File: src/sv/piw_pkg.sv
// Shared types, constants and table functions for the pose interpolation weights unit.
// Used by every module of the block; no dependencies of its own.
`default_nettype none

package piw_pkg;

    localparam int FRAC_BITS_DEF = 16;
    localparam int QDEPTH        = 2;
    localparam int EXP_STEPS     = 16;

    localparam logic [16:0] WEIGHT_ONE   = 17'h10000;
    localparam logic [30:0] EXP_NEG1_Q30 = 31'd395007542;
    localparam logic [30:0] Q30_ONE      = 31'h4000_0000;

    typedef enum logic [2:0] {
        CFG_MODE       = 3'd0,
        CFG_NEAR_DIST  = 3'd1,
        CFG_DIST_CAP   = 3'd2,
        CFG_NEAR_DTIME = 3'd3,
        CFG_DTIME_CAP  = 3'd4,
        CFG_SIGMA      = 3'd5
    } t_cfg_idx;

    typedef enum logic [1:0] {
        MODE_LIN_POSE   = 2'd0,
        MODE_LIN_TIME   = 2'd1,
        MODE_GAUSS_POSE = 2'd2,
        MODE_GAUSS_TIME = 2'd3
    } t_mode;

    typedef enum logic [1:0] {
        F_IDLE,
        F_MUL,
        F_ACC
    } t_front_state;

    typedef enum logic [2:0] {
        B_IDLE,
        B_SQRT,
        B_DECIDE,
        B_LDIV,
        B_GSQ,
        B_GDIV,
        B_EXP,
        B_DONE
    } t_back_state;

    typedef struct packed {
        logic signed [31:0] point_coord;
        logic signed [31:0] start_coord;
        logic signed [31:0] end_coord;
        logic signed [31:0] point_ts;
        logic signed [31:0] start_ts;
        logic signed [31:0] end_ts;
        logic               has_start;
        logic               last_axis;
    } t_in_item;

    typedef struct packed {
        logic [16:0] weight_start;
        logic [16:0] weight_end;
        logic        clipped;
    } t_out_item;

    typedef struct packed {
        t_mode       mode;
        logic [30:0] near_dist;
        logic [30:0] dist_cap;
        logic [30:0] near_dtime;
        logic [30:0] dtime_cap;
        logic [30:0] sigma;
    } t_cfg;

    // one finished query handed from front to back
    typedef struct packed {
        logic        has_start;
        logic [63:0] ss;
        logic [63:0] se;
        logic [31:0] point_ts;
        logic [31:0] start_ts;
        logic [31:0] end_ts;
    } t_job;

    typedef struct packed {
        logic        start;
        logic [63:0] num;
        logic [33:0] den;
    } t_div_req;

    typedef struct packed {
        logic        done;
        logic [63:0] quot;
    } t_div_rsp;

    typedef logic [EXP_STEPS:0][30:0] t_exp_tab;

    function automatic logic [31:0] abs_diff32(input logic [31:0] a, input logic [31:0] b);
        logic [32:0] d;
        logic [32:0] m;
        d = {a[31], a} - {b[31], b};
        m = d[32] ? (33'd0 - d) : d;
        return m[31:0];
    endfunction

    // elaboration-time integer square root
    function automatic logic [63:0] isqrt_f(input logic [63:0] n);
        logic [65:0] rem;
        logic [65:0] trial;
        logic [63:0] root;
        rem  = '0;
        root = '0;
        for (int i = 31; i >= 0; i--) begin
            rem   = {rem[63:0], n[2*i +: 2]};
            trial = {root, 2'b01};
            if (rem >= trial) begin
                rem  = rem - trial;
                root = {root[62:0], 1'b1};
            end else begin
                root = {root[62:0], 1'b0};
            end
        end
        return root;
    endfunction

    // e^-1 and successive square roots, Q30
    function automatic t_exp_tab exp_tab_f();
        t_exp_tab    tab;
        logic [63:0] r;
        tab[0] = EXP_NEG1_Q30;
        for (int k = 1; k <= EXP_STEPS; k++) begin
            r      = isqrt_f({3'b000, tab[k-1], 30'd0});
            tab[k] = r[30:0];
        end
        return tab;
    endfunction

    localparam t_exp_tab EXP_TAB = exp_tab_f();

endpackage

`default_nettype wire

File: src/sv/piw_queue.sv
// Short job queue between the front end and the back end.
// Depends on piw_pkg for the job type and depth.
`default_nettype none

module piw_queue (
    input  wire           logic i_clk,
    input  wire           logic i_rst_n,
    input  wire           logic i_push,
    input  wire piw_pkg::t_job  i_job,
    input  wire           logic i_pop,
    output piw_pkg::t_job       o_head,
    output                logic o_full,
    output                logic o_empty
);
    import piw_pkg::*;

    localparam int AW = (QDEPTH > 1) ? $clog2(QDEPTH) : 1;
    localparam int CW = $clog2(QDEPTH + 1);

    t_job            r_mem [QDEPTH];
    logic [AW-1:0]   r_wr_ptr, r_rd_ptr;
    logic [CW-1:0]   r_count;

    assign o_full  = (r_count == CW'(QDEPTH));
    assign o_empty = (r_count == '0);
    assign o_head  = r_mem[r_rd_ptr];

    always_ff @(posedge i_clk) begin
        if (!i_rst_n) begin
            r_wr_ptr <= '0;
            r_rd_ptr <= '0;
            r_count  <= '0;
        end else begin
            if (i_push) begin
                r_wr_ptr <= (r_wr_ptr == AW'(QDEPTH - 1)) ? '0 : r_wr_ptr + 1'b1;
            end
            if (i_pop) begin
                r_rd_ptr <= (r_rd_ptr == AW'(QDEPTH - 1)) ? '0 : r_rd_ptr + 1'b1;
            end
            if (i_push && !i_pop) begin
                r_count <= r_count + 1'b1;
            end else if (i_pop && !i_push) begin
                r_count <= r_count - 1'b1;
            end
        end
    end

    always_ff @(posedge i_clk) begin
        if (i_push) begin
            r_mem[r_wr_ptr] <= i_job;
        end
    end

endmodule

`default_nettype wire

File: config.mk
export PLATFORM = sky130hd
export DESIGN_NAME = piw_queue
export DESIGN_NICKNAME = d
export VERILOG_FILES = /design/src/sv/piw_pkg.sv /design/src/sv/piw_queue.sv
export SDC_FILE = /design/constraint.sdc
export NUM_CORES = 1
export LEC_CHECK = 0
export BUFFER_PORTS_ARGS = -buffer_cell sky130_fd_sc_hd__buf_2
export CORE_ASPECT_RATIO = 0.9
export CORE_MARGIN = 2
export CORE_UTILIZATION = 47
export CTS_BUF_LIST = sky130_fd_sc_hd__clkbuf_16
export CTS_CLUSTER_DIAMETER = 30
export DETAILED_ROUTE_END_ITERATION = 6
export PLACE_DENSITY_LB_ADDON = 0.12
export SKIP_CTS_REPAIR_TIMING = 1
export SLEW_MARGIN = 20
export SYNTH_ARGS = -nofsm -noshare
export SYNTH_HDL_FRONTEND = slang
export SYNTH_SLANG_ARGS = --single-unit
File: constraint.sdc
create_clock -name i_clk -period 10.6 [get_ports i_clk]
set_input_delay 0 -clock i_clk [delete_from_list [all_inputs] [get_ports i_clk]]
set_output_delay 0 -clock i_clk [all_outputs]
set_load 0.05 [all_outputs]
* Word-level counts from Yosys, hierarchy flattened
Memory sizes are Yosys's and may differ from the RTL's. A register that Yosys moved wholly into a read port is not among the register bits.
Cells that the tools add are included.
Widths: inputs -> output; s select.
** Storage, ports and cells
- Output and inout bits :: 227
- Input bits :: 229
- Memory bits (writable) :: 450
- Memories kept :: 1
- Logic and storage cells :: 23
- Latch bits :: 0
- Bits in read-only memories :: 0
- Register bits after elaboration :: 4
** Cells by class
- Equal/unequal tests :: 1
- Magnitude comparators :: 0
- Reduce and logical (&&, ||, !) cells :: 6
- $add $sub $neg :: 4
- $mul :: 0
- Divide/modulo/power cells :: 0
- Shift operators :: 0
- Bitwise logic cells :: 0
- Multiplexer cells :: 8
** Memory list
- r_mem :: depth 2, bits a word 225, rd ports 1, clocked after Yosys merged registers in 1, write ports 1, line piw_queue.sv:20 : t_job r_mem [QDEPTH];
** Operators with widths (count)
- $mux 1 :: 6
- $mux 2 :: 2
- $add 1x1->1 const B :: 2
- $add 2x1->2 const B :: 1
- $eq 2x2->1 const B :: 1
- $logic_and 1x1->1 :: 2
- $logic_not 1->1 :: 2
- $logic_not 2->1 :: 1
- $reduce_bool 2->1 :: 1
- $sub 2x1->2 const B :: 1

* Depth between registers and ports, before layout
Gate-level depths: netlist (run 1).
- Depth after elaboration :: 4
- Depth in mapped cells :: 5

* Worst setup path after synthesis (run 1)
No wires, ideal clock.
- Path kind :: reg-to-reg
- From :: register r_wr_ptr
- To :: register r_wr_ptr
- Arrival time :: 10966 ps
- Setup time :: 104 ps
- Clock period less this slack :: 11070 ps
- Cell stages (with the launch flop) :: 3
- Path slack :: -470 ps
- Path buffers :: 0
- Path through :: dfxtp_1 -> nor2b_1 -> o21a_1
** On the way
- Cells in the longest elaborated chain, start to end :: 2
** RTL lines
- from (decl) :: line piw_queue.sv:21 : logic [AW-1:0] r_wr_ptr, r_rd_ptr;
- from (signal assigned) :: line piw_queue.sv:35 : r_wr_ptr <= (r_wr_ptr == AW'(QDEPTH - 1)) ? '0 : r_wr_ptr + 1'b1;
- $add 1x1->1 :: line piw_queue.sv:35
- $mux 1 * :: line piw_queue.sv:35
Mark *: on every way between the ends. The rest lies on a longest branch, timed or not.
A chain may end at the register's enable or synchronous reset.

==> results of run 1 <==
-- tightest hold or removal path: cells and delay by family --
kind	cells	cell delay, ns
buffers and inverters	1	0.12
adder cells (fa/ha/maj)	1	0.18
XOR/XNOR	1	0.12
AND/OR/NAND/NOR	1	0.11
-- metrics by stage --
step	cell area [um^2]	util	power [W]	setup WS, ns	hold WS (ns)
floorplan	17070	-	0.002712	3.950	0.09887
global placement	19790	0.5509	0.002863	7.268	0.1873
detailed placement	19790	0.5509	0.002869	7.257	0.1913
CTS	22720	0.6324	0.005552	6.668	-0.4165
global route	25010	0.6962	0.005759	6.475	0.03966
finish	25010	0.6963	0.005575	6.698	0.01115
-- path summary, 6_finish.rpt --
kind / end / slack, ns / cells past startpoint / startpoint
worst min register to register: register / 0.56 / 2 / r_rd_ptr
worst max register to register: r_mem[1][213] / 7.64 / 3 / r_wr_ptr
worst min-delay path: r_count[0] / 0.01 / 4 / i_push
worst max-delay path: o_head[92] / 6.70 / 4 / register
-- logic make-up (layout without fill, tap and decap cells) --
group | count (synthesis) | count (layout) | synth area share
buffers and inverters | 26 | 855 | 0.01415
xor gates and xnor gates | 3 | 3 | 0.001540
other | 0 | 5 | 0
DFF | 455 | 455 | 0.7978
AOI/OAI and AO/OA | 3 | 3 | 0.001173
adders and majority gates | 1 | 1 | 0.0007331
muxes | 225 | 225 | 0.1815
and+or+nand+nor | 9 | 9 | 0.003153
-- cell usage after synthesis --
master	instances	share of area
mux2_4	150	0.13
or3_1	1	0.00037
inv_1	1	0.00022
buf_6	18	0.012
ha_1	1	0.00073
o21a_1	1	0.00044
and2_1	4	0.0015
xor2_1	2	0.0010
dfxtp_1	5	0.0059
a21boi_0	1	0.00044
nor2_1	1	0.00022
edfxtp_1	450	0.79
nor2b_1	3	0.0011
buf_2	7	0.0021
o21ai_0	1	0.00029
xnor2_1	1	0.00051
mux2_2	75	0.049
-- per-layer routing --
layer | up-vias | share of wire
li1 | 4454 | -
met1 | 4700 | 0.39
met2 | 349 | 0.52
met3 | 55 | 0.074
met4 | 2 | 0.017
met5 | - | 0.00033
-- area by class of cell --
type	count	area, um^2
flip-flops and latches	455	13620
fillers	2322	10910
repair buffers	693	4634
multi-input cells	241	3219
clock buffers	89	2227
clock inverters	72	703.2
well taps	476	595.6
diodes	5	12.51
inverters	1	3.754
-- sequential cells by signal (all words and copies together), names as in the netlist, named ones only --
name,count
r_count,2
r_rd_ptr,1
r_mem,450
r_wr_ptr,1
-- power by group through the flow --
stage	Sequential, W	Clock, W	Combinational, W
floorplan	0.00215	0	0.000559
global placement	0.00215	0	0.000710
detailed placement	0.00215	0	0.000714
CTS	0.00212	0.00271	0.000716
global route	0.00213	0.00281	0.000818
finish	0.00212	0.00267	0.000784
==> flow_metrics.env, run 1 <==
export IMPL_status="finished, final reports clean"
export IMPL_crit_chain="buf_4, buf_4, mux2_4, buf_2"
export IMPL_instances_no_fill=2032
export IMPL_sequentialPowerShare=0.381
export IMPL_period_needed_ns=3.902
export IMPL_drt_wl_total_um=39340
export IMPL_place_port_buffers=455
export IMPL_cellLeakagePower_nw=9.978
export IMPL_ir_worst_vdd_v=0.0001628
export IMPL_coreArea_mm2=0.03592
export IMPL_synth_cell_type_count=17
export IMPL_wl_per_cell_um=19.36
export IMPL_initial_core_util=0.4750
export IMPL_dieArea_mm2=0.03785
export IMPL_slew_headroom=0.2444
export IMPL_tns_ns=0
export IMPL_syn_num_nets=952
export IMPL_grt_pass1_wl_um=52630
export IMPL_placedCellCount=1638
export IMPL_cp_max_fo=57
export IMPL_drive_gt1_frac=0.5371
export IMPL_ys_seq_area_frac=0.7978
export IMPL_finClkSkew_ns=0.02834
export IMPL_worstPathArrival_ns=3.90
export IMPL_die_w_um=204.9
export IMPL_slowest_stage="dfxtp_4"
export IMPL_comb_power_share=0.141
export IMPL_synth_area_mm2=0.01706
export IMPL_critPathMostFrequentCell="buf_4"
export IMPL_rsz0062_at_grt="false"
export IMPL_worstPathRequired_ns=10.60
export IMPL_via_per_inst=4.705
export IMPL_grtUsageMet2=0.3178
export IMPL_met1_usage=0.2163
export IMPL_syn_inst=722
export IMPL_dp_hpwl_um=24740
export IMPL_antenna_found_initial=4
export IMPL_grt_busiest_layer="met2"
export IMPL_cts_max_level=3
export IMPL_worstSetupEndpointType="output port"
export IMPL_fmax_mhz=256.3
export IMPL_setup_viol=0
export IMPL_gp_congestion=0.7756
export IMPL_final_cell_mix="455 x buf_2, 450 x edfxtp_1, 228 x dlygate4sd3_1"
export IMPL_cts_made_buffers=87
export IMPL_track_usage=0.1874
export IMPL_first_iter_violations=461
export IMPL_hold_viol=0
export IMPL_cts_tree="built"
export IMPL_start_kind="register"
export IMPL_ys_ff_latch=455
export IMPL_rows=66
export IMPL_power_internal_w=0.004160
export IMPL_switching_power_w=0.001415
export IMPL_clkSinkCount=455
export IMPL_grt_pass1_vias=8941
export IMPL_ant_nets=0
export IMPL_path_delay_family="buffers and inverters"
export IMPL_worst_pin_slew_ns=1.133
export IMPL_max_cap_violations=0
export IMPL_grt_util_met3=0.06966
export IMPL_syn2layout_area_growth_pct=46.58
export IMPL_min_period_over_period=0.3681
export IMPL_root_buffer="clkbuf_16"
export IMPL_drc=0
export IMPL_ys_warn_count=0
export IMPL_die_h_um=184.8
export IMPL_syn_avg_cell_area_um2=23.63
export IMPL_pwr_share_clk=0.479
export IMPL_via_count=9560
export IMPL_path_clk_slew_ns=0.04
export IMPL_ios=456
export IMPL_final_common_cell="buf_2"
export IMPL_layout_nets=1709
export IMPL_drtPass1Iterations=6
export IMPL_cts_path_max_buffers=3
export IMPL_final_max_slew_viol_count=0
export IMPL_overflow=0
export IMPL_critPathMaxStageDelay_ns=0.91
export IMPL_powerDensity_mw_per_mm2=222.9
export IMPL_grt_max_degree=75
export IMPL_crit_type="reg -> out"
export IMPL_hold_path_class="in -> reg"
export IMPL_switching_share=0.2538
export IMPL_clkLatencyLatePin_ns=0.57
export IMPL_cp_num_buf_inv=3
Power figures use the tool's default switching activity.
==> inputs of run 2 (changes only) <==
Settings changed: CORE_UTILIZATION 47 to 52.
Clock period 10.6 ns to 3.65 ns, I/O delays scaled along.
==> flow_metrics.env, run 2 (same netlist as run 1, synthesis figures left out) <==
export IMPL_drt_wl_total_um=40680
export IMPL_fillers=1788
export IMPL_slew_headroom=0.4093
export IMPL_antenna_found_initial=3
export IMPL_cts_path_max_buffers=3
export IMPL_final_cell_mix="455 x buf_2, 450 x edfxtp_1, 228 x dlygate4sd3_1"
export IMPL_multi_input_area_mm2=0.003219
export IMPL_final_common_cell="buf_2"
export IMPL_crit_reg2reg_launch="r_wr_ptr"
export IMPL_first_iter_violations=515
export IMPL_largest_register_ff_count=450
export IMPL_gp_congestion=0.7652
export IMPL_die_w_um=195.0
export IMPL_cp_max_fo=40
export IMPL_cts_tree="built"
export IMPL_die_h_um=175.9
export IMPL_worstSetupEndpointType="output port"
export IMPL_ir_worst_vdd_v=0.0004950
export IMPL_clkSinkCount=455
export IMPL_comb_power_share=0.146
export IMPL_min_period_over_period=0.7083
export IMPL_worst_pin_slew_ns=0.8842
export IMPL_finClkSkew_ns=0.01690
export IMPL_hold_viol=1
export IMPL_place_port_buffers=455
export IMPL_status="complete, but fails checks"
export IMPL_grt_max_degree=76
export IMPL_path_clk_slew_ns=0.05
export IMPL_ant_nets=0
export IMPL_wl_per_cell_um=20.72
export IMPL_grt_pass1_wl_um=54340
export IMPL_crit_chain="buf_4, mux2_2, buf_2"
export IMPL_clkLatencyLatePin_ns=0.57
export IMPL_drc=0
export IMPL_final_max_slew_viol_count=0
export IMPL_hp_start="i_push"
export IMPL_failed_checks="hold timing"
export IMPL_syn2layout_area_growth_pct=45.86
export IMPL_hold_depth=4
export IMPL_cp_num_buf_inv=2
export IMPL_via_count=9839
export IMPL_track_usage=0.2130
export IMPL_switching_share=0.2597
export IMPL_fmax_mhz=386.8
export IMPL_start_kind="register"
export IMPL_sequentialPowerShare=0.387
export IMPL_overflow=0
export IMPL_hold_path_class="in -> reg"
export IMPL_via_per_inst=5.012
export IMPL_worstPathRequired_ns=3.65
export IMPL_fin_util=0.7750
export IMPL_setup_viol=0
export IMPL_grt_pass1_vias=9287
export IMPL_placedCellCount=1582
export IMPL_rows=62
export IMPL_hold_end="r_count[1]"
export IMPL_crit_type="reg -> out"
export IMPL_coreArea_mm2=0.03212
export IMPL_top_regs="r_mem x450, r_count x2"
export IMPL_pwr_share_clk=0.468
export IMPL_layout_nets=1707
export IMPL_r2r_end="r_wr_ptr"
export IMPL_slowest_stage="dfxtp_4"
export IMPL_timing_hold_ws_ns=-0.005750
export IMPL_root_buffer="clkbuf_16"
export IMPL_seqCellArea_mm2=0.01362
export IMPL_max_cap_violations=0
export IMPL_power_internal_w=0.01178
export IMPL_dp_hpwl_um=24590
export IMPL_cts_max_level=3
export IMPL_instances_no_fill=1963
export IMPL_worstPathArrival_ns=2.59
export IMPL_initial_core_util=0.5313
export IMPL_ff2ff_setup_slack_ns=1.35
export IMPL_switching_power_w=0.004132
export IMPL_drive_gt1_frac=0.5405
export IMPL_rsz0062_at_grt="false"
export IMPL_ff2ff_path_depth=4
export IMPL_dieArea_mm2=0.03428
export IMPL_critPathMaxStageDelay_ns=0.83
export IMPL_cts_made_buffers=81
export IMPL_period_needed_ns=2.585
export IMPL_drtPass1Iterations=4
export IMPL_top_register="r_mem"
export IMPL_powerDensity_mw_per_mm2=639.2
export IMPL_path_delay_family="flip-flops"
export IMPL_cellLeakagePower_nw=9.953
export IMPL_ios=456
-- run 2: changes by cell type in the layout (fill, tap and decap cells not counted), sizes merged --
cell | previous run | this run
buf | 465 | 469
clkinvlp | 9 | 8
clkbuf | 89 | 82
inv | 17 | 19
clkinv | 36 | 30
diode | 5 | 4
-- run 2: tightest hold or removal path, cell delays in order --
cell and delay [ns]:
buf_2 0.13, ha_1 0.19, or3_1 0.12, a21boi_0 0.07
-- run 2: layout make-up --
type,count,area share
Timing Repair Buffer,697,0.1914
Antenna cell,4,0.0004022
Multi-Input combinational cell,241,0.1293
Clock inverter,67,0.02815
Sequential cell,455,0.5472
Tap cell,416,0.02091
Inverter,1,0.0001508
Clock buffer,82,0.08245
-- run 2: worst max-delay path by stage --
stage | end | cells past startpoint | startpoint | slack, ns
3_5_place_dp | o_head[20] | 3 | register | 1.61
2_1_floorplan | r_mem[0][0] | 1 | r_wr_ptr | -0.43
5_1_grt | o_head[219] | 3 | register | 0.94
6_report | o_head[219] | 3 | register | 1.06
3_3_place_gp | o_head[221] | 3 | register | 1.67
4_1_cts | o_head[20] | 3 | register | 1.0
-- run 2: power by group through the flow --
stage / Combinational (W) / Sequential (W) / Clock, W
6_report: 0.00232 / 0.00616 / 0.00744
5_1_grt: 0.00241 / 0.00617 / 0.00780
4_1_cts: 0.00211 / 0.00615 / 0.00752
3_5_place_dp: 0.00210 / 0.00625 / 0
3_3_place_gp: 0.00209 / 0.00623 / 0
2_1_floorplan: 0.00162 / 0.00622 / 0
-- run 2: routing by layer --
layer / routed length [um] / track usage / vias up
li1: - / - / 4435
met5: 0 / 0 / -
met3: 2830 / 0.06759 / 90
met2: 21460 / 0.3549 / 451
met1: 15020 / 0.2466 / 4863
met4: 1366 / 0.1180 / 0
-- run 2: metrics by stage --
step                hold slack [ns]  power (W)  area, um^2  TNS (ns)  setup slack [ns]
global placement             0.1881   0.008322       19840         0             1.672
floorplan                   0.09887   0.007850       17070    -96.41           -0.4269
global route                0.02793    0.01638       24890         0            0.9404
detailed placement           0.1910   0.008348       19840         0             1.612
finish                    -0.005750    0.01591       24890         0             1.065
CTS                         -0.4177    0.01578       22600         0            0.9989
==> inputs of run 3 (changes only) <==
Settings changed: CORE_UTILIZATION 52 to 47.
Clock period 3.65 ns to 2.2 ns, I/O delays scaled along.
==> flow_metrics.env, run 3 (same netlist as run 1, synthesis figures left out) <==
export IMPL_grtUsageMet2=0.3095
export IMPL_timing_hold_ws_ns=0.1307
export IMPL_critPathMaxStageDelay_ns=0.48
export IMPL_grt_pass1_wl_um=52200
export IMPL_cts_tree="built"
export IMPL_switching_share=0.2570
export IMPL_grt_pass1_vias=9043
export IMPL_comb_power_share=0.145
export IMPL_rsz0062_at_grt="false"
export IMPL_cts_path_max_buffers=3
export IMPL_fmax_mhz=477.7
export IMPL_grt_util_met3=0.07726
export IMPL_cts_made_buffers=89
export IMPL_worstPathRequired_ns=2.20
export IMPL_ios=456
export IMPL_status="finished, final reports clean"
export IMPL_hold_viol=0
export IMPL_ff2ff_path_depth=4
export IMPL_endpoint="o_head[16]"
export IMPL_coreArea_mm2=0.03592
export IMPL_setup_viol=0
export IMPL_pwr_share_clk=0.482
export IMPL_path_clk_slew_ns=0.05
export IMPL_rows=66
export IMPL_top_register="r_mem"
export IMPL_final_common_cell="buf_2"
export IMPL_powerDensity_mw_per_mm2=1071
export IMPL_largest_register_ff_count=450
export IMPL_place_port_buffers=455
export IMPL_worstPathArrival_ns=2.09
export IMPL_crit_reg2reg_launch="r_wr_ptr"
export IMPL_switching_power_w=0.007022
export IMPL_final_max_slew_viol_count=0
export IMPL_layout_nets=1741
export IMPL_via_count=9734
export IMPL_max_cap_violations=0
export IMPL_die_h_um=184.8
export IMPL_drtPass1Iterations=4
export IMPL_root_buffer="clkbuf_16"
export IMPL_wl_per_cell_um=19.20
export IMPL_cellLeakagePower_nw=10.20
export IMPL_sequentialPowerShare=0.372
export IMPL_grt_busiest_layer="met2"
export IMPL_power_internal_w=0.02030
export IMPL_dieArea_mm2=0.03785
export IMPL_period_needed_ns=2.093
export IMPL_hold_path_class="in -> reg"
export IMPL_start_kind="register"
export IMPL_slew_headroom=0.6987
export IMPL_cp_max_fo=17
export IMPL_track_usage=0.1873
export IMPL_drt_wl_total_um=39640
export IMPL_setup_ws_ns=0.1066
export IMPL_first_iter_violations=355
export IMPL_clkSinkCount=455
export IMPL_met1_usage=0.2148
export IMPL_crit_chain="buf_12, buf_12, mux2_2, buf_2"
export IMPL_cts_max_level=3
export IMPL_critPathMostFrequentCell="buf_12"
export IMPL_die_w_um=204.9
export IMPL_ant_nets=0
export IMPL_initial_core_util=0.4750
export IMPL_via_per_inst=4.716
export IMPL_r2r_end="r_wr_ptr"
export IMPL_top_regs="r_mem x450, r_count x2"
export IMPL_ir_worst_vdd_v=0.0007970
export IMPL_clkLatencyLatePin_ns=0.59
export IMPL_drive_gt1_frac=0.5461
export IMPL_grt_max_degree=69
export IMPL_worstSetupEndpointType="output port"
export IMPL_drc=0
export IMPL_crit_type="reg -> out"
export IMPL_post_place_ws_ns=0.6376
export IMPL_gp_congestion=0.7463
export IMPL_min_period_over_period=0.9515
export IMPL_overflow=0
export IMPL_worst_pin_slew_ns=0.4519
export IMPL_dp_hpwl_um=24940
export IMPL_slowest_stage="dfxtp_4"
export IMPL_final_cell_mix="455 x buf_2, 450 x edfxtp_1, 229 x dlygate4sd3_1"
export IMPL_ff2ff_setup_slack_ns=0.54
export IMPL_syn2layout_area_growth_pct=49.53
export IMPL_finClkSkew_ns=0.01611
export IMPL_antenna_found_initial=3
==> run 3: final cells by class <==
class / count / area (um^2)
sequential: 455 / 13620
multi-input combinational: 241 / 3219
clock inverter: 75 / 767.0
tap: 476 / 595.6
inverter: 1 / 3.754
fill: 2314 / 10410
clock buffer: 89 / 2227
antenna: 4 / 10.01
timing repair buffer: 723 / 5075
==> run 3: how the worst min path moves through the flow <==
stage	startpoint	endpoint	slack, ns	depth (start not counted)
6_report	i_job[48]	r_mem[1][48]	0.13	2
5_1_grt	i_job[57]	r_mem[0][57]	0.12	2
4_1_cts	i_job[30]	r_mem[0][30]	-0.44	1
3_5_place_dp	i_job[214]	r_mem[0][214]	0.19	1
3_3_place_gp	i_job[44]	r_mem[1][44]	0.19	1
2_1_floorplan	i_job[0]	r_mem[0][0]	0.1	0
==> run 3: through the flow <==
stage,util,setup TNS [ns],total power [W],cells,instance area [um^2]
after global routing,0.7102,0,0.02815,2063,25510
final,0.7103,0,0.02732,2064,25520
after CTS,0.6445,-0.05186,0.02719,1823,23150
after detailed placement,0.5612,0,0.01393,1659,20160
after floorplan,-,-729.12,0.01302,722,17070
after global placement,0.5612,0,0.01390,1659,20160
==> run 3: power by group through the flow <==
stage	Combinational [W]	Clock, W	Sequential, W
floorplan	0.00270	0	0.0103
global placement	0.00359	0	0.0103
detailed placement	0.00361	0	0.0103
CTS	0.00362	0.0134	0.0102
global route	0.00413	0.0138	0.0102
finish	0.00397	0.0132	0.0102
==> run 3: critical path: cells and delay by family (launching register included) <==
family                 cells  cell delay, ns
buffers and inverters      3            0.65
flip-flops                 1            0.48
multiplexers               1            0.36
==> run 3: per-layer routing <==
metal  share of wire  vias to the layer above
met5               0                        -
met4           0.024                        0
met3           0.079                       61
met2            0.51                      351
met1            0.39                     4812
li1                -                     4510
